<file path="config.mk">
export PLATFORM = sky130hd
export DESIGN_NAME = framed_command_packet_receiver
export DESIGN_NICKNAME = d
export VERILOG_FILES = /design/src/design/fcpr_pkg.sv /design/src/design/fcpr_fifo.sv /design/src/design/fcpr_parser.sv /design/src/design/framed_command_packet_receiver.sv
export SDC_FILE = /design/constraint.sdc
export NUM_CORES = 1
export LEC_CHECK = 0
export ABC_AREA = 0
export BUFFER_PORTS_ARGS = -buffer_cell sky130_fd_sc_hd__buf_2
export CAP_MARGIN = 20
export CORE_UTILIZATION = 55
export CTS_CLUSTER_DIAMETER = 80
export DETAILED_ROUTE_END_ITERATION = 6
export GPL_TIMING_DRIVEN = 0
export MAX_ROUTING_LAYER = met4
export PLACE_DENSITY = 0.76
export SLEW_MARGIN = 0
export SYNTH_ARGS = -nofsm -noshare
export SYNTH_HDL_FRONTEND = slang
export SYNTH_SLANG_ARGS = --single-unit
</file>
<file path="constraint.sdc">
create_clock -name clk -period 5.5 [get_ports clk]
set_input_delay 1.1 -clock clk [delete_from_list [all_inputs] [get_ports clk]]
set_output_delay 1.1 -clock clk [all_outputs]
set_load 0.1 [all_outputs]
</file>
<file path="src/design/fcpr_pkg.sv">
// ----------------------------------------------------------------------------
// fcpr_pkg
// Shared types and constants of the framed command packet receiver.
// ----------------------------------------------------------------------------
package fcpr_pkg;

    localparam int FCPR_IN_DEPTH  = 4;
    localparam int FCPR_OUT_DEPTH = 4;

    localparam int CFG_INDEX_W = 2;
    localparam int CFG_DATA_W  = 16;

    localparam logic [CFG_INDEX_W-1:0] REG_ENABLE  = 2'd0;
    localparam logic [CFG_INDEX_W-1:0] REG_TIMEOUT = 2'd1;
    localparam logic [CFG_INDEX_W-1:0] REG_MAX_LEN = 2'd2;

    localparam logic        ENABLE_RESET  = 1'b0;
    localparam logic [15:0] TIMEOUT_RESET = 16'd100;
    localparam logic [15:0] MAX_LEN_RESET = 16'd2048;

    localparam logic [7:0] HDR0_BYTE = 8'h02;
    localparam logic [7:0] HDR1_BYTE = 8'hFD;

    localparam logic OP_BYTE = 1'b0;
    localparam logic OP_TICK = 1'b1;

    localparam logic KIND_PAYLOAD = 1'b0;
    localparam logic KIND_PACKET  = 1'b1;

    localparam logic [1:0] STATUS_OK      = 2'd0;
    localparam logic [1:0] STATUS_BAD_SUM = 2'd1;
    localparam logic [1:0] STATUS_TOO_BIG = 2'd2;

    typedef struct packed {
        logic       opcode;
        logic [7:0] rx_byte;
    } item_t;

    typedef struct packed {
        logic                   valid;
        logic [CFG_INDEX_W-1:0] index;
        logic [CFG_DATA_W-1:0]  data;
    } cfg_write_t;

    typedef struct packed {
        logic        result_kind;
        logic [7:0]  payload_byte;
        logic [15:0] payload_index;
        logic [7:0]  packet_type;
        logic [15:0] command_code;
        logic [15:0] error_code_field;
        logic [15:0] payload_length;
        logic [1:0]  packet_status;
    } result_t;

endpackage

</file>
<file path="src/design/fcpr_fifo.sv">
// ----------------------------------------------------------------------------
// fcpr_fifo
// Small register queue; decouples the receive side, the parser and the sink.
// ----------------------------------------------------------------------------
module fcpr_fifo #(
    parameter int WIDTH = 9,
    parameter int DEPTH = 4
) (
    input  logic             clk,
    input  logic             rst_n,
    input  logic             push,
    input  logic [WIDTH-1:0] din,
    output logic             full,
    input  logic             pop,
    output logic [WIDTH-1:0] dout,
    output logic             empty
);

    localparam int PW = (DEPTH > 1) ? $clog2(DEPTH) : 1;
    localparam int CW = $clog2(DEPTH + 1);

    logic [WIDTH-1:0] slot_reg [DEPTH];
    logic [PW-1:0]    wr_ptr_reg, wr_ptr_next;
    logic [PW-1:0]    rd_ptr_reg, rd_ptr_next;
    logic [CW-1:0]    count_reg, count_next;
    logic             do_push;
    logic             do_pop;

    assign full    = (count_reg == CW'(DEPTH));
    assign empty   = (count_reg == '0);
    assign do_push = push && !full;
    assign do_pop  = pop && !empty;
    assign dout    = slot_reg[rd_ptr_reg];

    always_comb
    begin
        wr_ptr_next = wr_ptr_reg;
        rd_ptr_next = rd_ptr_reg;
        count_next  = count_reg;
        if (do_push)
        begin
            wr_ptr_next = (wr_ptr_reg == PW'(DEPTH - 1)) ? '0 : wr_ptr_reg + 1'b1;
        end
        if (do_pop)
        begin
            rd_ptr_next = (rd_ptr_reg == PW'(DEPTH - 1)) ? '0 : rd_ptr_reg + 1'b1;
        end
        unique case ({do_push, do_pop})
            2'b10:   count_next = count_reg + 1'b1;
            2'b01:   count_next = count_reg - 1'b1;
            default: count_next = count_reg;
        endcase
    end

    always_ff @(posedge clk or negedge rst_n)
    begin
        if (!rst_n)
        begin
            wr_ptr_reg <= '0;
            rd_ptr_reg <= '0;
            count_reg  <= '0;
        end
        else
        begin
            wr_ptr_reg <= wr_ptr_next;
            rd_ptr_reg <= rd_ptr_next;
            count_reg  <= count_next;
        end
    end

    always_ff @(posedge clk)
    begin
        if (do_push)
        begin
            slot_reg[wr_ptr_reg] <= din;
        end
    end

endmodule

</file>
<file path="src/design/fcpr_parser.sv">
// ----------------------------------------------------------------------------
// fcpr_parser
// Frame parser: configuration registers, header hunt, field capture, length limit, checksum and idle timeout.
// ----------------------------------------------------------------------------
module fcpr_parser
    import fcpr_pkg::*;
(
    input  logic       clk,
    input  logic       rst_n,
    input  cfg_write_t cfg,
    input  logic       item_valid,
    input  item_t      item,
    output logic       item_take,
    input  logic       res_full,
    output logic       res_push,
    output result_t    res
);

    typedef enum logic [3:0] {
        PH_HDR0  = 4'd0,
        PH_HDR1  = 4'd1,
        PH_TYPE  = 4'd2,
        PH_CMD_L = 4'd3,
        PH_CMD_H = 4'd4,
        PH_ERR_L = 4'd5,
        PH_ERR_H = 4'd6,
        PH_LEN_L = 4'd7,
        PH_LEN_H = 4'd8,
        PH_DATA  = 4'd9,
        PH_SUM   = 4'd10
    } phase_t;

    phase_t      phase_reg, phase_next, phase_eff;
    logic        enable_reg, enable_next;
    logic [15:0] timeout_reg, timeout_next;
    logic [15:0] max_len_reg, max_len_next;
    logic [7:0]  sum_reg, sum_next;
    logic [7:0]  type_reg, type_next;
    logic [15:0] cmd_reg, cmd_next;
    logic [15:0] err_reg, err_next;
    logic [15:0] len_reg, len_next;
    logic [15:0] pos_reg, pos_next;
    logic [15:0] idle_reg, idle_next;
    logic [15:0] pos_inc;
    logic [7:0]  b;
    logic [7:0]  sum_add;
    logic        emit;
    logic        emit_kind;
    logic [1:0]  emit_status;

    assign item_take = item_valid && !res_full;
    assign b         = item.rx_byte;
    assign sum_add   = sum_reg + b;
    assign pos_inc   = pos_reg + 1'b1;

    always_comb
    begin
        enable_next  = enable_reg;
        timeout_next = timeout_reg;
        max_len_next = max_len_reg;
        phase_next   = phase_reg;
        sum_next     = sum_reg;
        type_next    = type_reg;
        cmd_next     = cmd_reg;
        err_next     = err_reg;
        len_next     = len_reg;
        pos_next     = pos_reg;
        idle_next    = idle_reg;
        phase_eff    = phase_reg;
        emit         = 1'b0;
        emit_kind    = KIND_PAYLOAD;
        emit_status  = STATUS_OK;

        if (cfg.valid)
        begin
            unique case (cfg.index)
                REG_ENABLE:
                begin
                    if (cfg.data[0] && !enable_reg)
                    begin
                        phase_next = PH_HDR0;
                        idle_next  = '0;
                    end
                    enable_next = cfg.data[0];
                end
                REG_TIMEOUT: timeout_next = cfg.data;
                REG_MAX_LEN: max_len_next = cfg.data;
                default: ;
            endcase
        end

        if (item_take)
        begin
            if (item.opcode == OP_TICK)
            begin
                if (idle_reg != 16'hFFFF)
                begin
                    idle_next = idle_reg + 1'b1;
                end
            end
            else if (enable_reg)
            begin
                // a long gap forces a fresh header hunt
                phase_eff = (idle_reg >= timeout_reg) ? PH_HDR0 : phase_reg;
                idle_next = '0;
                unique case (phase_eff)
                    PH_HDR1:
                    begin
                        if (b == HDR1_BYTE)
                        begin
                            sum_next   = sum_add;
                            phase_next = PH_TYPE;
                        end
                        else
                        begin
                            phase_next = PH_HDR0;
                        end
                    end
                    PH_TYPE:
                    begin
                        type_next  = b;
                        sum_next   = sum_add;
                        phase_next = PH_CMD_L;
                    end
                    PH_CMD_L:
                    begin
                        cmd_next   = {8'h00, b};
                        sum_next   = sum_add;
                        phase_next = PH_CMD_H;
                    end
                    PH_CMD_H:
                    begin
                        cmd_next   = {b, cmd_reg[7:0]};
                        sum_next   = sum_add;
                        phase_next = PH_ERR_L;
                    end
                    PH_ERR_L:
                    begin
                        err_next   = {8'h00, b};
                        sum_next   = sum_add;
                        phase_next = PH_ERR_H;
                    end
                    PH_ERR_H:
                    begin
                        err_next   = {b, err_reg[7:0]};
                        sum_next   = sum_add;
                        phase_next = PH_LEN_L;
                    end
                    PH_LEN_L:
                    begin
                        len_next   = {8'h00, b};
                        sum_next   = sum_add;
                        phase_next = PH_LEN_H;
                    end
                    PH_LEN_H:
                    begin
                        len_next = {b, len_reg[7:0]};
                        sum_next = sum_add;
                        if ({b, len_reg[7:0]} == 16'h0000)
                        begin
                            phase_next = PH_SUM;
                        end
                        else if ({b, len_reg[7:0]} <= max_len_reg)
                        begin
                            pos_next   = '0;
                            phase_next = PH_DATA;
                        end
                        else
                        begin
                            phase_next  = PH_HDR0;
                            emit        = 1'b1;
                            emit_kind   = KIND_PACKET;
                            emit_status = STATUS_TOO_BIG;
                        end
                    end
                    PH_DATA:
                    begin
                        sum_next  = sum_add;
                        emit      = 1'b1;
                        emit_kind = KIND_PAYLOAD;
                        pos_next  = pos_inc;
                        if (pos_inc == len_reg)
                        begin
                            phase_next = PH_SUM;
                        end
                    end
                    PH_SUM:
                    begin
                        // sum plus checksum byte wraps to zero when intact
                        phase_next  = PH_HDR0;
                        emit        = 1'b1;
                        emit_kind   = KIND_PACKET;
                        emit_status = (sum_add == 8'h00) ? STATUS_OK : STATUS_BAD_SUM;
                    end
                    default:
                    begin
                        phase_next = PH_HDR0;
                        if (b == HDR0_BYTE)
                        begin
                            sum_next   = b;
                            phase_next = PH_HDR1;
                        end
                    end
                endcase
            end
        end
    end

    always_comb
    begin
        res_push             = emit;
        res.result_kind      = emit_kind;
        res.payload_byte     = (emit_kind == KIND_PAYLOAD) ? b : 8'h00;
        res.payload_index    = (emit_kind == KIND_PAYLOAD) ? pos_reg : 16'h0000;
        res.packet_type      = type_next;
        res.command_code     = cmd_next;
        res.error_code_field = err_next;
        res.payload_length   = len_next;
        res.packet_status    = emit_status;
    end

    always_ff @(posedge clk or negedge rst_n)
    begin
        if (!rst_n)
        begin
            enable_reg  <= ENABLE_RESET;
            timeout_reg <= TIMEOUT_RESET;
            max_len_reg <= MAX_LEN_RESET;
            phase_reg   <= PH_HDR0;
            sum_reg     <= '0;
            type_reg    <= '0;
            cmd_reg     <= '0;
            err_reg     <= '0;
            len_reg     <= '0;
            pos_reg     <= '0;
            idle_reg    <= '0;
        end
        else
        begin
            enable_reg  <= enable_next;
            timeout_reg <= timeout_next;
            max_len_reg <= max_len_next;
            phase_reg   <= phase_next;
            sum_reg     <= sum_next;
            type_reg    <= type_next;
            cmd_reg     <= cmd_next;
            err_reg     <= err_next;
            len_reg     <= len_next;
            pos_reg     <= pos_next;
            idle_reg    <= idle_next;
        end
    end

    // a result never meets a full result queue
    assert property (@(posedge clk) disable iff (!rst_n) res_push |-> !res_full)
        else $error("result pushed into full queue");

    // inside the payload the position stays below the nonzero length
    assert property (@(posedge clk) disable iff (!rst_n)
        (phase_reg == PH_DATA) |-> (len_reg != 16'h0000) && (pos_reg < len_reg))
        else $error("payload position out of range");

    // payload results always carry ok status
    assert property (@(posedge clk) disable iff (!rst_n)
        (res_push && res.result_kind == KIND_PAYLOAD) |-> (res.packet_status == STATUS_OK))
        else $error("payload result with error status");

    // length error only for a length above the limit
    assert property (@(posedge clk) disable iff (!rst_n)
        (res_push && res.packet_status == STATUS_TOO_BIG)
            |-> (res.payload_length > max_len_reg) && (res.result_kind == KIND_PACKET))
        else $error("length error without oversize length");

endmodule

</file>
<file path="src/design/framed_command_packet_receiver.sv">
// ----------------------------------------------------------------------------
// framed_command_packet_receiver
// A request is registered in the input queue, and its result in the result queue that drives the result ports.
// Throughput: one request per cycle; the parser takes one request from the
// input queue each cycle while the result queue has room.
// Reset: asynchronous, active low; queues empty, parser hunts for the header,
// receive disabled, timeout 100 ticks, maximum payload 2048 bytes.
// ----------------------------------------------------------------------------
module framed_command_packet_receiver
    import fcpr_pkg::*;
#(
    parameter int IN_DEPTH  = FCPR_IN_DEPTH,
    parameter int OUT_DEPTH = FCPR_OUT_DEPTH
) (
    input  logic                   clk,
    input  logic                   rst_n,
    input  logic                   push,
    output logic                   full,
    input  logic                   opcode,
    input  logic [7:0]             rx_byte,
    output logic                   empty,
    input  logic                   pop,
    output logic                   result_kind,
    output logic [7:0]             payload_byte,
    output logic [15:0]            payload_index,
    output logic [7:0]             packet_type,
    output logic [15:0]            command_code,
    output logic [15:0]            error_code_field,
    output logic [15:0]            payload_length,
    output logic [1:0]             packet_status,
    input  logic                   cfg_valid,
    output logic                   cfg_ready,
    input  logic [CFG_INDEX_W-1:0] cfg_index,
    input  logic [CFG_DATA_W-1:0]  cfg_data
);

    item_t      in_item;
    item_t      q_item;
    logic       q_empty;
    logic       q_take;
    cfg_write_t cfg;
    logic       res_push;
    logic       res_full;
    result_t    res_in;
    result_t    res_out;

    assign in_item.opcode  = opcode;
    assign in_item.rx_byte = rx_byte;

    assign cfg_ready = 1'b1;
    assign cfg.valid = cfg_valid;
    assign cfg.index = cfg_index;
    assign cfg.data  = cfg_data;

    fcpr_fifo #(
        .WIDTH ($bits(item_t)),
        .DEPTH (IN_DEPTH)
    ) u_in_queue (
        .clk   (clk),
        .rst_n (rst_n),
        .push  (push),
        .din   (in_item),
        .full  (full),
        .pop   (q_take),
        .dout  (q_item),
        .empty (q_empty)
    );

    fcpr_parser u_parser (
        .clk        (clk),
        .rst_n      (rst_n),
        .cfg        (cfg),
        .item_valid (!q_empty),
        .item       (q_item),
        .item_take  (q_take),
        .res_full   (res_full),
        .res_push   (res_push),
        .res        (res_in)
    );

    fcpr_fifo #(
        .WIDTH ($bits(result_t)),
        .DEPTH (OUT_DEPTH)
    ) u_out_queue (
        .clk   (clk),
        .rst_n (rst_n),
        .push  (res_push),
        .din   (res_in),
        .full  (res_full),
        .pop   (pop),
        .dout  (res_out),
        .empty (empty)
    );

    assign result_kind      = res_out.result_kind;
    assign payload_byte     = res_out.payload_byte;
    assign payload_index    = res_out.payload_index;
    assign packet_type      = res_out.packet_type;
    assign command_code     = res_out.command_code;
    assign error_code_field = res_out.error_code_field;
    assign payload_length   = res_out.payload_length;
    assign packet_status    = res_out.packet_status;

endmodule

</file>
==> out/qor.yml <==
fin_crit_ns: 5.093
synth_compound_area_share_pct: 5.840
fmax_mhz: 196.4
clk_latency_ns: 0.61
yosys_register_bits: 515
dr.pass1.iters: 5
cts_tree: "yes"
fp.coreArea_um2: 38830
root_buffer: "clkbuf_16"
synth-edff-count: 368
path_clk_slew_ns: 0.06
synth_xor_area_share_pct: 1.608
postCtsSetupBuffers: 0
clock_path_buffers: 3
r2r-start: "u_in_queue.rd_ptr_reg[1]"
critPathTopFamily: "buffers and inverters"
largest_register_ffs: 332
drc: 0
path_max_fanout: 12
maxSlewViolCount: 0
synth_cell_type_count: 83
syn_inst: 1304
hpwl_mm: 29.28
wl_per_cell_um: 22.65
maxSlewHeadroom_pct: 26.50
vias: 12040
antenna_found_initial: 1
areaGrowthSynthToFinish_pct: 14.11
hold_viol: 0
grt_overflow: 0
yosys.area_share.adder_pct: 3.365
yosys.area.top_type: "edfxtp_1"
crit_start: "u_in_queue.rd_ptr_reg[1]"
cts_resized: 0
wl_mm: 46.13
clock_sink_count: 515
synth_area_per_cell_um2: 16.71
min_path_type: "input port to async pin"
layout_setup_ws_ns: 0.4071
synth_nets: 1392
leakagePower_nw: 9.473
cp_cell_sequence: "clkbuf_1 > mux4_2 > clkbuf_1 > ha_1 > and3_1 > a221o_1 > a221o_1 > o31ai_2 > a21boi_4 > o21ai_2 > nor3_2 > inv_1 > ha_1 > inv_1 > fa_1 > xor2_1 > nor2_1 > xor2_1"
grt_pass1_vias: 12400
cp_slowest_cell: "clkbuf_1"
fin_skew_ns: 0.03332
maxCapViolCount: 0
start_kind: "flop"
rsz0062_at_grt: "false"
pre_cts_slack_ns: 0.4061
grt_usage_pct: 24.11
gp_congestion: 0.9375
synth_top_cell_area_share_pct: 50.71
drtIter0Drc: 1037
critical_path_class: "flop to flop"
async_reset_ff_share_pct: 28.54
die_area_um2: 40420
synth_most_common_cell: "edfxtp_1"
synth_top_family_by_area: "multiplexers"
grt_max_degree: 86
die_height_um: 201.0
htreeDepth: 2
finalPower_mw: 14.09
powerDensity_nw_per_um2: 566.7
cts_hold_buf: 0
setup_viol: 0
yosys-top-cells-count: "edfxtp_1 (368), dfrtp_1 (143), mux4_2 (92)"
start_util_pct: 56.12
path_buf_inv: 4
drive_gt1_share_pct: 27.47
portBuffers: 116
ant_nets: 0
crit_path_max_incr_delay_ns: 0.82
synth.mux.area_fraction_pct: 13.17
cp.required_ns: 6.01
io_pins: 118
synth_seq_area_share_pct: 67.62
worstSetupEndpointType: "flop"
syn_area_um2: 21790
grt_pass1_wl_mm: 71.66
post-route-period-util_pct: 92.60
worst_pin_slew_ns: 1.093
synth_ff_type: "edfxtp_1"
status: "completed"
fillers: 2742
avgViaCountPerCell: 5.913
yosys-top-cells-area: "edfxtp_1 (51%), dfrtp_1 (16%), mux4_2 (9.5%), mux2_2 (3.5%), ha_1 (3.0%)"
peakVddDrop_uv: 497.6
yosys_warnings: 0
die_w_um: 201.0
cts_inserted_buffers: 49
synthSimpleGateAreaFrac_pct: 6.144
nets: 1565
worstPathArrival_ns: 5.61
rows: 72
## stage by stage
step	instances	util (%)	hold WS, ns	instance area, um^2	setup TNS (ns)
detailed placement	1943	59.68	0.4832	23170	0
CTS	2035	63.99	0.4840	24850	0
global route	2037	64.04	0.5115	24860	0
floorplan	1304	-	0.4570	21790	0
global placement	1938	59.28	0.4838	23020	-693.44
finish	2037	64.04	0.4718	24860	0
## power breakdown
group,internal [mW],leakage [nW],switching (mW),total [mW]
Clock,1.99,0.814,1.47,3.46
Sequential,4.63,5.32,0.170,4.80
Combinational,1.51,3.33,4.33,5.84
Total,8.13,9.47,5.96,14.1
## cells in the final DEF, fill, tap and decap left out, types with 5 or more instances in the layout
| cell type | synthesis | routed |
|---|---|---|
| edfxtp_1 | 368 | 368 |
| dfrtp_1 | 143 | 143 |
| buf_2 | 14 | 129 |
| mux4_2 | 92 | 92 |
| mux2_2 | 68 | 68 |
| inv_1 | 58 | 58 |
| ha_1 | 53 | 53 |
| clkbuf_16 | 0 | 49 |
| nor2_1 | 47 | 47 |
| a21oi_1 | 43 | 43 |
| clkbuf_1 | 34 | 42 |
| nand2_1 | 39 | 39 |
| a22o_1 | 33 | 33 |
| nor2b_1 | 26 | 26 |
| o21ai_0 | 25 | 25 |
| nand3_1 | 25 | 25 |
| xnor2_1 | 21 | 21 |
| xor2_1 | 19 | 19 |
| nor3_1 | 16 | 16 |
| nand4_1 | 15 | 15 |
| a31oi_1 | 14 | 14 |
| nand2b_1 | 13 | 13 |
| a21o_1 | 12 | 12 |
| buf_1 | 7 | 7 |
| and2_1 | 11 | 7 |
| clkbuf_8 | 0 | 7 |
| clkinv_2 | 0 | 7 |
| nor4_1 | 6 | 6 |
| clkinv_1 | 0 | 6 |
| and3_1 | 5 | 5 |
| o211ai_1 | 5 | 5 |
| bufinv_16 | 0 | 5 |
| buf_16 | 0 | 5 |
## layer usage
layer	vias up	wire [um]	track usage [%]
met5	-	0	-
met4	0	820	6.679
met3	61	2191	3.084
met2	352	23060	38.30
met1	6223	20060	33.15
li1	5408	-	-
## kinds of logic (layout without fill, tap and decap cells)
kind of cell,count (synthesis),in the layout
flops,515,515
compound gates,173,173
xor+xnor,40,40
buf+inv,119,333
other cells,1,2
fa+ha+maj,57,57
mux,163,163
simple gates,236,236
## worst paths after layout
kind,cells past startpoint,to,slack [ns]
hold reg to reg,1,u_parser.timeout_reg[9],0.50
max in group asynchronous,2,u_parser.pos_reg[6],4.12
min in group clk,1,u_parser.timeout_reg[9],0.50
setup reg to reg,18,u_out_queue.count_reg[2],0.41
hold / removal,1,u_in_queue.count_reg[2],0.47
setup / recovery,18,u_out_queue.count_reg[2],0.41
## layout make-up
cell class,instances,area (um^2),area share [%]
diodes,1,2.502,0.01006
plain buffers,60,266.5,1.072
clock buffers,64,1353,5.440
clock inverters,28,321.6,1.293
inverters,59,221.5,0.8907
multi-input cells,670,6578,26.45
flip-flops and latches,515,14730,59.26
well taps,518,648.1,2.607
repair buffers,122,739.5,2.974
Power figures use the tool's default switching activity.
